### src/sv/i2cbb_pkg.sv
// i2cbb_pkg: shared types and codes for the i2c bit-bang master unit
// command codes, datapath phase operations, controller/datapath link structs
// no dependencies
package i2cbb_pkg;

   localparam int CmdWidth  = 3;
   localparam int ByteWidth = 8;

   localparam logic [CmdWidth-1:0] CMD_START     = 3'd0;
   localparam logic [CmdWidth-1:0] CMD_STOP      = 3'd1;
   localparam logic [CmdWidth-1:0] CMD_WRITE     = 3'd2;
   localparam logic [CmdWidth-1:0] CMD_READ      = 3'd3;
   localparam logic [CmdWidth-1:0] CMD_SEND_ACK  = 3'd4;
   localparam logic [CmdWidth-1:0] CMD_RECV_ACK  = 3'd5;

   typedef enum logic [2:0] {
      OP_SDA_ONE  = 3'd0,
      OP_SDA_ZERO = 3'd1,
      OP_SDA_WBIT = 3'd2,
      OP_SDA_ACK  = 3'd3,
      OP_SCL_ONE  = 3'd4,
      OP_SCL_ZERO = 3'd5
   } op_type;

   typedef struct packed {
      logic   load;
      logic   issue;
      op_type op;
      logic   sample;
      logic   last;
      logic   rd_take;
      logic   ack_take;
   } ctl_cmd_type;

   typedef struct packed {
      logic out_free;
   } ctl_status_type;

endpackage

### src/sv/i2cbb_ctrl.sv
// i2cbb_ctrl: command sequencer for the i2c bit-bang master unit
// walks the pin phases of each command and issues one phase per free output slot
// depends on i2cbb_pkg
module i2cbb_ctrl (
   input  logic                             clock,
   input  logic                             reset,
   input  logic                             req_valid,
   output logic                             req_stall,
   input  logic [i2cbb_pkg::CmdWidth-1:0]   req_cmd,
   input  i2cbb_pkg::ctl_status_type        status,
   output i2cbb_pkg::ctl_cmd_type           cmd
);

   typedef enum logic [1:0] {
      ST_IDLE = 2'b01,
      ST_RUN  = 2'b10
   } state_type;

   state_type                          state_ff, state_in;
   logic [i2cbb_pkg::CmdWidth-1:0]     cmd_ff, cmd_in;
   logic [1:0]                         sub_ff, sub_in;
   logic [2:0]                         bit_ff, bit_in;

   logic                               accept;
   logic                               cmd_ok;
   i2cbb_pkg::op_type                  op;
   logic                               sample;
   logic                               last;
   logic                               rd_take;
   logic                               ack_take;
   logic                               last_bit;

   assign req_stall = (state_ff != ST_IDLE);
   assign accept    = req_valid && (state_ff == ST_IDLE);
   assign cmd_ok    = req_cmd inside {i2cbb_pkg::CMD_START, i2cbb_pkg::CMD_STOP,
                                      i2cbb_pkg::CMD_WRITE, i2cbb_pkg::CMD_READ,
                                      i2cbb_pkg::CMD_SEND_ACK, i2cbb_pkg::CMD_RECV_ACK};
   assign last_bit  = (bit_ff == 3'd7);

   // phase table
   always_comb begin
      op       = i2cbb_pkg::OP_SCL_ZERO;
      sample   = 1'b0;
      last     = 1'b0;
      rd_take  = 1'b0;
      ack_take = 1'b0;
      case (cmd_ff)
         i2cbb_pkg::CMD_START: begin
            case (sub_ff)
               2'd0:    op = i2cbb_pkg::OP_SDA_ONE;
               2'd1:    op = i2cbb_pkg::OP_SCL_ONE;
               2'd2:    op = i2cbb_pkg::OP_SDA_ZERO;
               default: begin
                  op   = i2cbb_pkg::OP_SCL_ZERO;
                  last = 1'b1;
               end
            endcase
         end
         i2cbb_pkg::CMD_STOP: begin
            case (sub_ff)
               2'd0:    op = i2cbb_pkg::OP_SDA_ZERO;
               2'd1:    op = i2cbb_pkg::OP_SCL_ONE;
               default: begin
                  op   = i2cbb_pkg::OP_SDA_ONE;
                  last = 1'b1;
               end
            endcase
         end
         i2cbb_pkg::CMD_WRITE: begin
            case (sub_ff)
               2'd0:    op = i2cbb_pkg::OP_SDA_WBIT;
               2'd1:    op = i2cbb_pkg::OP_SCL_ONE;
               default: begin
                  op   = i2cbb_pkg::OP_SCL_ZERO;
                  last = last_bit;
               end
            endcase
         end
         i2cbb_pkg::CMD_READ: begin
            case (sub_ff)
               2'd0:    op = i2cbb_pkg::OP_SDA_ONE;
               2'd1: begin
                  op     = i2cbb_pkg::OP_SCL_ONE;
                  sample = 1'b1;
               end
               default: begin
                  op      = i2cbb_pkg::OP_SCL_ZERO;
                  last    = last_bit;
                  rd_take = last_bit;
               end
            endcase
         end
         i2cbb_pkg::CMD_SEND_ACK: begin
            case (sub_ff)
               2'd0:    op = i2cbb_pkg::OP_SDA_ACK;
               2'd1:    op = i2cbb_pkg::OP_SCL_ONE;
               default: begin
                  op   = i2cbb_pkg::OP_SCL_ZERO;
                  last = 1'b1;
               end
            endcase
         end
         i2cbb_pkg::CMD_RECV_ACK: begin
            case (sub_ff)
               2'd0:    op = i2cbb_pkg::OP_SDA_ONE;
               2'd1: begin
                  op     = i2cbb_pkg::OP_SCL_ONE;
                  sample = 1'b1;
               end
               default: begin
                  op       = i2cbb_pkg::OP_SCL_ZERO;
                  last     = 1'b1;
                  ack_take = 1'b1;
               end
            endcase
         end
         default: op = i2cbb_pkg::OP_SCL_ZERO;
      endcase
   end

   always_comb begin
      cmd.load     = accept;
      cmd.issue    = (state_ff == ST_RUN) && status.out_free;
      cmd.op       = op;
      cmd.sample   = sample;
      cmd.last     = last;
      cmd.rd_take  = rd_take;
      cmd.ack_take = ack_take;
   end

   always_comb begin
      state_in = state_ff;
      cmd_in   = cmd_ff;
      sub_in   = sub_ff;
      bit_in   = bit_ff;
      case (state_ff)
         ST_IDLE: begin
            if (accept && cmd_ok) begin
               state_in = ST_RUN;
               cmd_in   = req_cmd;
               sub_in   = 2'd0;
               bit_in   = 3'd0;
            end
         end
         ST_RUN: begin
            if (cmd.issue) begin
               if (last) begin
                  state_in = ST_IDLE;
               end else if (sub_ff == 2'd2 && cmd_ff == i2cbb_pkg::CMD_READ) begin
                  sub_in = 2'd1;
                  bit_in = bit_ff + 3'd1;
               end else if (sub_ff == 2'd2 && cmd_ff == i2cbb_pkg::CMD_WRITE) begin
                  sub_in = 2'd0;
                  bit_in = bit_ff + 3'd1;
               end else begin
                  sub_in = sub_ff + 2'd1;
               end
            end
         end
         default: state_in = ST_IDLE;
      endcase
   end

   always_ff @(posedge clock) begin
      if (reset) begin
         state_ff <= ST_IDLE;
      end else begin
         state_ff <= state_in;
      end
      cmd_ff <= cmd_in;
      sub_ff <= sub_in;
      bit_ff <= bit_in;
   end

   a_issue_only_run: assert property (@(posedge clock) disable iff (reset)
      cmd.issue |-> state_ff == ST_RUN)
      else $error("phase issued outside run");

   a_last_ends: assert property (@(posedge clock) disable iff (reset)
      cmd.issue && cmd.last |=> state_ff == ST_IDLE)
      else $error("no return to idle after last phase");

   a_sub_range: assert property (@(posedge clock) disable iff (reset)
      state_ff == ST_RUN && sub_ff == 2'd3 |-> cmd_ff == i2cbb_pkg::CMD_START)
      else $error("fourth phase slot outside start");

endmodule

### src/sv/i2cbb_datapath.sv
// i2cbb_datapath: pin levels, latched transaction fields and output register
// executes the phase operations issued by i2cbb_ctrl
// depends on i2cbb_pkg
module i2cbb_datapath (
   input  logic                               clock,
   input  logic                               reset,
   input  i2cbb_pkg::ctl_cmd_type             cmd,
   output i2cbb_pkg::ctl_status_type          status,
   input  logic [i2cbb_pkg::ByteWidth-1:0]    req_write_data,
   input  logic                               req_ack_out,
   input  logic [i2cbb_pkg::ByteWidth-1:0]    req_bus_bits,
   input  logic                               req_bus_ack,
   output logic                               rsp_valid,
   input  logic                               rsp_stall,
   output logic                               rsp_scl,
   output logic                               rsp_sda,
   output logic                               rsp_sample_point,
   output logic [i2cbb_pkg::ByteWidth-1:0]    rsp_read_data,
   output logic                               rsp_ack_in,
   output logic                               rsp_last
);

   logic                              scl_lvl_ff, scl_lvl_in;
   logic                              sda_lvl_ff, sda_lvl_in;
   logic [i2cbb_pkg::ByteWidth-1:0]   wdata_ff, wdata_in;
   logic                              ack_out_ff;
   logic [i2cbb_pkg::ByteWidth-1:0]   bus_bits_ff;
   logic                              bus_ack_ff;
   logic                              valid_ff, valid_in;
   logic                              scl_ff, sda_ff, samp_ff, ack_ff, last_ff;
   logic [i2cbb_pkg::ByteWidth-1:0]   rd_ff;

   assign status.out_free = !valid_ff || !rsp_stall;

   always_comb begin
      scl_lvl_in = scl_lvl_ff;
      sda_lvl_in = sda_lvl_ff;
      wdata_in   = cmd.load ? req_write_data : wdata_ff;
      if (cmd.issue) begin
         case (cmd.op)
            i2cbb_pkg::OP_SDA_ONE:  sda_lvl_in = 1'b1;
            i2cbb_pkg::OP_SDA_ZERO: sda_lvl_in = 1'b0;
            i2cbb_pkg::OP_SDA_WBIT: begin
               sda_lvl_in = wdata_ff[i2cbb_pkg::ByteWidth-1];
               wdata_in   = {wdata_ff[i2cbb_pkg::ByteWidth-2:0], 1'b0};
            end
            i2cbb_pkg::OP_SDA_ACK:  sda_lvl_in = ack_out_ff;
            i2cbb_pkg::OP_SCL_ONE:  scl_lvl_in = 1'b1;
            i2cbb_pkg::OP_SCL_ZERO: scl_lvl_in = 1'b0;
            default:                scl_lvl_in = scl_lvl_ff;
         endcase
      end
      valid_in = cmd.issue || (valid_ff && rsp_stall);
   end

   always_ff @(posedge clock) begin
      if (reset) begin
         scl_lvl_ff <= 1'b1;
         sda_lvl_ff <= 1'b1;
         valid_ff   <= 1'b0;
      end else begin
         scl_lvl_ff <= scl_lvl_in;
         sda_lvl_ff <= sda_lvl_in;
         valid_ff   <= valid_in;
      end
      wdata_ff <= wdata_in;
      if (cmd.load) begin
         ack_out_ff  <= req_ack_out;
         bus_bits_ff <= req_bus_bits;
         bus_ack_ff  <= req_bus_ack;
      end
      if (cmd.issue) begin
         scl_ff  <= scl_lvl_in;
         sda_ff  <= sda_lvl_in;
         samp_ff <= cmd.sample;
         rd_ff   <= cmd.rd_take ? bus_bits_ff : '0;
         ack_ff  <= cmd.ack_take && bus_ack_ff;
         last_ff <= cmd.last;
      end
   end

   assign rsp_valid        = valid_ff;
   assign rsp_scl          = scl_ff;
   assign rsp_sda          = sda_ff;
   assign rsp_sample_point = samp_ff;
   assign rsp_read_data    = rd_ff;
   assign rsp_ack_in       = ack_ff;
   assign rsp_last         = last_ff;

   a_sample_scl_high: assert property (@(posedge clock) disable iff (reset)
      rsp_valid && rsp_sample_point |-> rsp_scl)
      else $error("sample point with scl low");

   a_rd_only_last: assert property (@(posedge clock) disable iff (reset)
      rsp_valid && (rsp_read_data != '0 || rsp_ack_in) |-> rsp_last)
      else $error("read data or ack outside last phase");

endmodule

### src/sv/i2c_bitbang_master_unit.sv
// i2c_bitbang_master_unit: i2c master bit sequencer, top level
// instantiates i2cbb_ctrl and i2cbb_datapath; depends on i2cbb_pkg
//
//   channel  handshake            payload
//   req      req_valid/req_stall  cmd, write_data, ack_out, bus_bits, bus_ack
//   rsp      rsp_valid/rsp_stall  scl, sda, sample_point, read_data, ack_in, last
//
// one pin phase out per cycle while rsp is not stalled: start 4, stop 3,
// write 24, read 17, send/receive ack 3 phases, set by the phase sequencer;
// each transaction is first taken in the idle state. unused codes are taken
// and produce nothing. every stalled rsp cycle holds the sequencer; reset
// releases both lines.
module i2c_bitbang_master_unit (
   input  logic                               clock,
   input  logic                               reset,
   input  logic                               req_valid,
   output logic                               req_stall,
   input  logic [i2cbb_pkg::CmdWidth-1:0]     req_cmd,
   input  logic [i2cbb_pkg::ByteWidth-1:0]    req_write_data,
   input  logic                               req_ack_out,
   input  logic [i2cbb_pkg::ByteWidth-1:0]    req_bus_bits,
   input  logic                               req_bus_ack,
   output logic                               rsp_valid,
   input  logic                               rsp_stall,
   output logic                               rsp_scl,
   output logic                               rsp_sda,
   output logic                               rsp_sample_point,
   output logic [i2cbb_pkg::ByteWidth-1:0]    rsp_read_data,
   output logic                               rsp_ack_in,
   output logic                               rsp_last
);

   i2cbb_pkg::ctl_cmd_type     cmd;
   i2cbb_pkg::ctl_status_type  status;

   i2cbb_ctrl u_ctrl (
      .clock     (clock),
      .reset     (reset),
      .req_valid (req_valid),
      .req_stall (req_stall),
      .req_cmd   (req_cmd),
      .status    (status),
      .cmd       (cmd)
   );

   i2cbb_datapath u_datapath (
      .clock            (clock),
      .reset            (reset),
      .cmd              (cmd),
      .status           (status),
      .req_write_data   (req_write_data),
      .req_ack_out      (req_ack_out),
      .req_bus_bits     (req_bus_bits),
      .req_bus_ack      (req_bus_ack),
      .rsp_valid        (rsp_valid),
      .rsp_stall        (rsp_stall),
      .rsp_scl          (rsp_scl),
      .rsp_sda          (rsp_sda),
      .rsp_sample_point (rsp_sample_point),
      .rsp_read_data    (rsp_read_data),
      .rsp_ack_in       (rsp_ack_in),
      .rsp_last         (rsp_last)
   );

endmodule
### config.mk
export PLATFORM = sky130hd
export DESIGN_NAME = i2c_bitbang_master_unit
export DESIGN_NICKNAME = d
export VERILOG_FILES = /design/src/sv/i2cbb_pkg.sv /design/src/sv/i2cbb_ctrl.sv /design/src/sv/i2cbb_datapath.sv /design/src/sv/i2c_bitbang_master_unit.sv
export SDC_FILE = /design/constraint.sdc
export NUM_CORES = 1
export LEC_CHECK = 0
export BUFFER_PORTS_ARGS = -buffer_cell sky130_fd_sc_hd__clkbuf_2
export CORE_UTILIZATION = 53
export DETAILED_ROUTE_END_ITERATION = 10
export GPL_ROUTABILITY_DRIVEN = 0
export PLACE_DENSITY = 0.87
export SLEW_MARGIN = 0
export SYNTH_ARGS = -nofsm -noshare
export SYNTH_HDL_FRONTEND = slang
export SYNTH_SLANG_ARGS = --single-unit
### constraint.sdc
create_clock -name clock -period 2.5 [get_ports clock]
set_input_delay 0.25 -clock clock [delete_from_list [all_inputs] [get_ports clock]]
set_output_delay 0.25 -clock clock [all_outputs]
set_load 0.02 [all_outputs]
==> results of run 1 <==
[flip-flops by register name (all words and copies together), names as in the netlist]
register                     count
u_ctrl.bit_ff                    3
u_ctrl.cmd_ff                    3
u_ctrl.state_ff                  2
u_ctrl.sub_ff                    2
u_datapath.ack_out_ff            1
u_datapath.bus_ack_ff            1
u_datapath.bus_bits_ff           8
u_datapath.rsp_ack_in            1
u_datapath.rsp_last              1
u_datapath.rsp_read_data         8
u_datapath.rsp_sample_point      1
u_datapath.rsp_scl               1
u_datapath.rsp_sda               1
u_datapath.rsp_valid             1
u_datapath.scl_lvl_ff            1
u_datapath.sda_lvl_ff            1
u_datapath.wdata_ff              8
[cells by family after synthesis]
kind of cell,count (synthesis),synth area share
AOI/OAI and AO/OA,21,0.0783
xor gates and xnor gates,1,0.00453
adders and majority gates,10,0.0641
buffers and inverters,11,0.0298
DFF,44,0.616
muxes,8,0.0485
and+or+nand+nor,64,0.159
[power groups by stage]
| stage | Clock [mW] | Combinational [mW] | Sequential, mW |
|---|---|---|---|
| after detailed placement | 0 | 0.150 | 0.870 |
| final | 0.428 | 0.150 | 0.853 |
| after floorplan | 0 | 0.101 | 0.859 |
| after global placement | 0 | 0.142 | 0.868 |
| after CTS | 0.437 | 0.151 | 0.853 |
| after global routing | 0.471 | 0.170 | 0.861 |
[per-stage QoR]
stage / total power [mW] / hold WS (ps) / area, µm² / setup slack, ps / std cells
global placement: 1.01 / 427 / 2200 / 269 / 246
detailed placement: 1.02 / 429 / 2200 / 178 / 246
global route: 1.50 / 32.9 / 2280 / 60.3 / 254
CTS: 1.44 / 52.6 / 2280 / 163 / 254
finish: 1.43 / 67.6 / 2280 / 217 / 254
floorplan: 0.960 / 319 / 1930 / 440 / 159
[cell usage after synthesis (all sizes together)]
cell	n
nand3	1
dfxtp	13
o311ai	2
o21ai	1
ha	9
edfxtp	31
o21ba	1
a32oi	2
a21o	1
nor2	7
and2	11
or2	2
o21bai	3
nand2b	4
a221o	1
maj3	1
and3	3
mux2	8
xor2	1
nand2	31
a31oi	2
nand3b	1
a21boi	1
o211ai	1
inv	6
clkinv	1
nor3	1
o22ai	1
a211oi	1
buf	4
nor2b	2
a21oi	4
and4	1
[how the worst min path moves through the flow]
stage | start | slack (ps) | end | cells past startpoint
after detailed placement | req_bus_bits[1] | 430 | u_datapath.bus_bits_ff[1]$_DFFE_PP_ | 1
after CTS | req_bus_bits[1] | 50 | u_datapath.bus_bits_ff[1]$_DFFE_PP_ | 1
after global routing | req_bus_bits[7] | 30 | u_datapath.bus_bits_ff[7]$_DFFE_PP_ | 1
final | req_bus_bits[2] | 70 | u_datapath.bus_bits_ff[2]$_DFFE_PP_ | 1
after global placement | req_bus_bits[2] | 430 | u_datapath.bus_bits_ff[2]$_DFFE_PP_ | 1
after floorplan | reset | 320 | u_datapath.rsp_valid$_SDFF_PP0_ | 1
[per-layer routing]
layer / vias to the layer above / wire [µm]
li1: 653 / -
met2: 46 / 1500
met1: 588 / 1480
met4: 0 / 80
met5: - / 0
met3: 7 / 190
[final cells by class]
cell class                 count  share of cell area
clock buffer                   5              0.0165
clock inverter                 3              0.0187
inverter                       7              0.0115
multi-input combinational    104               0.301
sequential                    44               0.522
tap                           46              0.0252
timing repair buffer          45               0.105
[critical path, delay by kind of cell, from the launching register on]
family | cells | cell delay, ps
adders and majority gates | 1 | 310
AOI/OAI and AO/OA | 1 | 420
and+or+nand+nor | 2 | 580
DFF | 1 | 500
muxes | 1 | 370
==> flow_summary.yaml, run 1 <==
power_and_ir_drop:
  p_switching_mw: 0.325
  p_leak_nw: 1.00
  p_int_mw: 1.11
  max-vdd-ir-drop_v: 0.000497
  switching_share: 0.227
  combPwrFrac: 0.105
  seqPwrFrac: 0.596
  p_clk_frac: 0.299
  power_density_nw_per_um2: 628
critical_path:
  cp-endpoint: "u_datapath.wdata_ff[1]$_DFF_P_"
  r2r_slack_ps: 220
  r2r_end: "u_datapath.wdata_ff[1]$_DFF_P_"
  max_stage_delay_ps: 500
  endpoint_kind: "register"
  path_cells: "ha_1, o311ai_1, and3_1, and4_2, mux2_2"
  rr_worst_depth: 5
  cp.arrival_ps: 2530
  cp-start-kind: "register"
  crit_required_ps: 2750
  crit_start: "u_ctrl.sub_ff[0]$_SDFFCE_PN0P_"
  cp_max_fo: 8
  path_class: "register to register"
  cp_slowest_cell: "edfxtp_1"
  regToRegStartpoint: "u_ctrl.sub_ff[0]$_SDFFCE_PN0P_"
clock_network:
  post_cts_buffers: 0
  clk_pin_slew_ps: 120
  cts_tree: "yes"
  clk-insertion-delay-late_ps: 350
  ctsHoldBuffers: 0
  clk_path_buf_depth: 2
  numCtsBuffers: 5
  cts_resized: 0
  cts_sinks: 44
  htreeDepth: 2
  clockRootBuffer: "clkbuf_4"
final_layout:
  n_antenna_cell: 0
  nets: 241
  regArea_um2: 1190
  layout_common_cells: "clkbuf_2 (39), nand2_1 (31), edfxtp_1 (31)"
  fillCellCount: 281
  multi_input_area_um2: 686
  syn_to_final_growth_pct: 18.0
  drive_above_1_share: 0.317
  post-route-util: 0.668
  final_common_cell: "clkbuf_2"
global_route:
  busiest_layer: "met2"
  first_global_vias: 1288
  grt_use_met2: 0.310
  grt_pass1_wl_um: 5690
  grt_start_max_net_pins: 15
  groute.usage.overall: 0.194
  antenna_found_initial: 0
  grtUsageMet1: 0.237
  use_met3: 0.0620
  grt_overflow_total: 0
job:
  drv_cap: 0
placed_design:
  io_buffers: 39
  dp_hpwl_um: 2510
floorplanning:
  io_pins: 40
  die_area_um2: 3890
  start_util: 0.566
  coreArea_um2: 3420
  row_count: 21
  die_w_um: 62.4
  die_h_um: 62.4
timing:
  maxSlewHeadroom: 0.726
  setup_violations: 0
  worst_slew_pin_slew_ps: 405
  period_minus_slack_ps: 2280
  skew_ps: 7.03
  rsz0062_at_grt: "no"
  fmaxAchievable_mhz: 438
  fin_tns_setup_ps: 0
  slew_viol_final: 0
  finalHoldViolCount: 0
  min_period_over_period: 0.913
drt:
  first_pass_iters: 4
  vias: 1294
  via_per_inst: 5.09
  drc: 0
  wl_um: 3240
  drt_iter0_markers: 62
  ant_nets: 0
  avgRoutedWirePerCell_um: 12.8
synth:
  netlist_area_um2: 1930
  ys_ff_latch: 44
  synth.top_cell.area_share: 0.482
  yosysSeqAreaShare: 0.616
  synthCells: 159
  yosys-top-cells-area: "edfxtp_1 (48%), dfxtp_1 (13%), nand2_1 (6.0%)"
  syn_nets: 193
  synth_warnings: 0
  synth.distinct_cells: 38
  synth_area_per_cell_um2: 12.2
  yosys.area.top_type: "edfxtp_1"
status:
  status: "complete, no violations"
min_path:
  hold_class: "primary input to register"
(Power assumes the default switching activity.)
==> run 2, diff against run 1 <==
==> constraint.sdc (replaced) <==
create_clock -name clock -period 2.3 [get_ports clock]
set_input_delay 0.23 -clock clock [delete_from_list [all_inputs] [get_ports clock]]
set_output_delay 0.23 -clock clock [all_outputs]
set_load 0.02 [all_outputs]
==> run 2 against run 1 <==
Critical path depth did not move. Combinational power rose by 15%. Utilization rose by 0.66 points. Worst setup slack got worse by 130 ps. Design area rose by 0.99%. Final cell count rose by 2.0%. First-iteration DRC count fell by 40%. Clock skew rose by 6.2 ps. Flip-flop and latch count did not move. Sequential share of layout area fell by 0.51 points. Critical path type unchanged. Largest power group unchanged.
==> flow_summary.yaml, run 2 (synthesized netlist as in run 1, its figures left out) <==
floorplanning:
  coreArea_um2: 3420
  die_area_um2: 3890
  io_pins: 40
  die_w_um: 62.4
  start_util: 0.566
  row_count: 21
  die_h_um: 62.4
timing:
  skew_ps: 13.2
  period_minus_slack_ps: 2210
  finalHoldViolCount: 0
  hold_ws_ps: 32.4
  worst_slew_pin_slew_ps: 409
  maxSlewHeadroom: 0.727
  slew_viol_final: 0
  min_period_over_period: 0.961
  fmaxAchievable_mhz: 452
  setup_violations: 0
clock_network:
  clockRootBuffer: "clkbuf_4"
  clk_path_buf_depth: 2
  htreeDepth: 2
  numCtsBuffers: 5
  cts_tree: "yes"
  ctsHoldBuffers: 0
  clk-insertion-delay-late_ps: 360
  cts_sinks: 44
  clk_pin_slew_ps: 130
power_and_ir_drop:
  max-vdd-ir-drop_v: 0.000403
  power_density_nw_per_um2: 634
  total_power_mw: 1.46
  p_leak_nw: 1.01
critical_path:
  regToRegStartpoint: "u_ctrl.sub_ff[0]$_SDFFCE_PN0P_"
  path_class: "register to register"
  cp-start-kind: "register"
  crit_required_ps: 2550
  crit_buf_inv: 0
  r2r_end: "u_datapath.wdata_ff[6]$_DFF_P_"
  cp_slowest_cell: "edfxtp_1"
  endpoint_kind: "register"
  crit_family: "simple AND/OR/NAND/NOR gates"
  max_stage_delay_ps: 490
  r2r_slack_ps: 90
  cp.arrival_ps: 2460
  path_cells: "ha_1, o311ai_1, and3_1, and4_4, mux2_2"
  rr_worst_depth: 5
  cp_max_fo: 8
placed_design:
  dpl-instance-area_um2: 2210
  dp_hpwl_um: 2570
  place_inst: 248
  io_buffers: 39
global_route:
  antenna_found_initial: 0
  first_global_vias: 1268
  grt_start_max_net_pins: 15
  groute.usage.overall: 0.192
  grt_pass1_wl_um: 5640
  grt_overflow_total: 0
status:
  status: "complete, no violations"
min_path:
  holdPathEnd: "u_datapath.bus_bits_ff[3]$_DFFE_PP_"
  min_from: "req_bus_bits[3]"
  hold_class: "primary input to register"
  whs_path_depth: 1
final_layout:
  layout_common_cells: "clkbuf_2 (39), nand2_1 (31), edfxtp_1 (31)"
  final_common_cell: "clkbuf_2"
  drive_above_1_share: 0.338
  syn_to_final_growth_pct: 19.2
  fin_area_um2: 2300
  post-route-util: 0.674
  fin_cells: 259
  n_antenna_cell: 0
  nets: 246
drt:
  wl_um: 3420
  ant_nets: 0
  vias: 1330
  drc: 0
  first_pass_iters: 4
  avgRoutedWirePerCell_um: 13.2
  drt_iter0_markers: 37
  via_per_inst: 5.14
job:
  drv_cap: 0
run 2: cell types whose count changed in the layout (fill, tap and decap cells not counted), sizes merged:
cell | before | now
buf | 6 | 11
bufinv | 1 | 0
clkinvlp | 0 | 2
clkinv | 3 | 2
run 2: routing by layer:
| layer | share of wire | track usage | up-vias | wire [µm] |
|---|---|---|---|---|
| met2 | 0.48 | 0.321 | 40 | 1650 |
| met4 | 0.020 | 0.0756 | 0 | 69 |
| met3 | 0.048 | 0.0547 | 7 | 163 |
| met5 | 0 | 0 | - | 0 |
| met1 | 0.45 | 0.236 | 621 | 1530 |
| li1 | - | - | 662 | - |
run 2: power breakdown:
group          internal (mW)  switching, mW  total (mW)
Combinational         0.0837         0.0883       0.172
Clock                  0.115          0.245       0.360
Sequential             0.898         0.0307       0.929
Total                   1.10          0.364        1.46
run 2: how the worst max path moves through the flow:
stage	from	endpoint	slack, ps	cells after the start
floorplan	u_ctrl.sub_ff[0]$_SDFFCE_PN0P_	u_ctrl.bit_ff[0]$_SDFFCE_PN0P_	240	7
global placement	u_ctrl.sub_ff[0]$_SDFFCE_PN0P_	u_datapath.wdata_ff[2]$_DFF_P_	90	7
detailed placement	u_ctrl.sub_ff[1]$_SDFFCE_PP0P_	u_datapath.wdata_ff[4]$_DFF_P_	-20	6
CTS	u_ctrl.sub_ff[1]$_SDFFCE_PP0P_	u_datapath.wdata_ff[6]$_DFF_P_	20	6
global route	u_ctrl.sub_ff[1]$_SDFFCE_PP0P_	u_datapath.wdata_ff[3]$_DFF_P_	-3	6
finish	u_ctrl.sub_ff[0]$_SDFFCE_PN0P_	u_datapath.wdata_ff[6]$_DFF_P_	90	5
run 2: cell type report:
type / instances / area (µm²)
clock buffers: 5 / 37.5
well taps: 46 / 57.6
multi-input cells: 104 / 694
fillers: 271 / 1110
flip-flops and latches: 44 / 1190
clock inverters: 3 / 18.8
inverters: 7 / 26.3
repair buffers: 50 / 278
run 2: stage by stage:
stage | setup WS (ps) | setup TNS [ps]
2_1_floorplan | 240 | 0
3_3_place_gp | 94.1 | 0
3_5_place_dp | -16.9 | -60.1
4_1_cts | 24.7 | 0
5_1_grt | -3.08 | -3.08
6_report | 88.9 | 0
run 2: repair_timing:
action                                  in CTS  in global routing
pin swaps                                    0                  1
setup buffers                                0                  3
gates resized for setup                      1                  2
endpoints found under the setup margin       7                 10
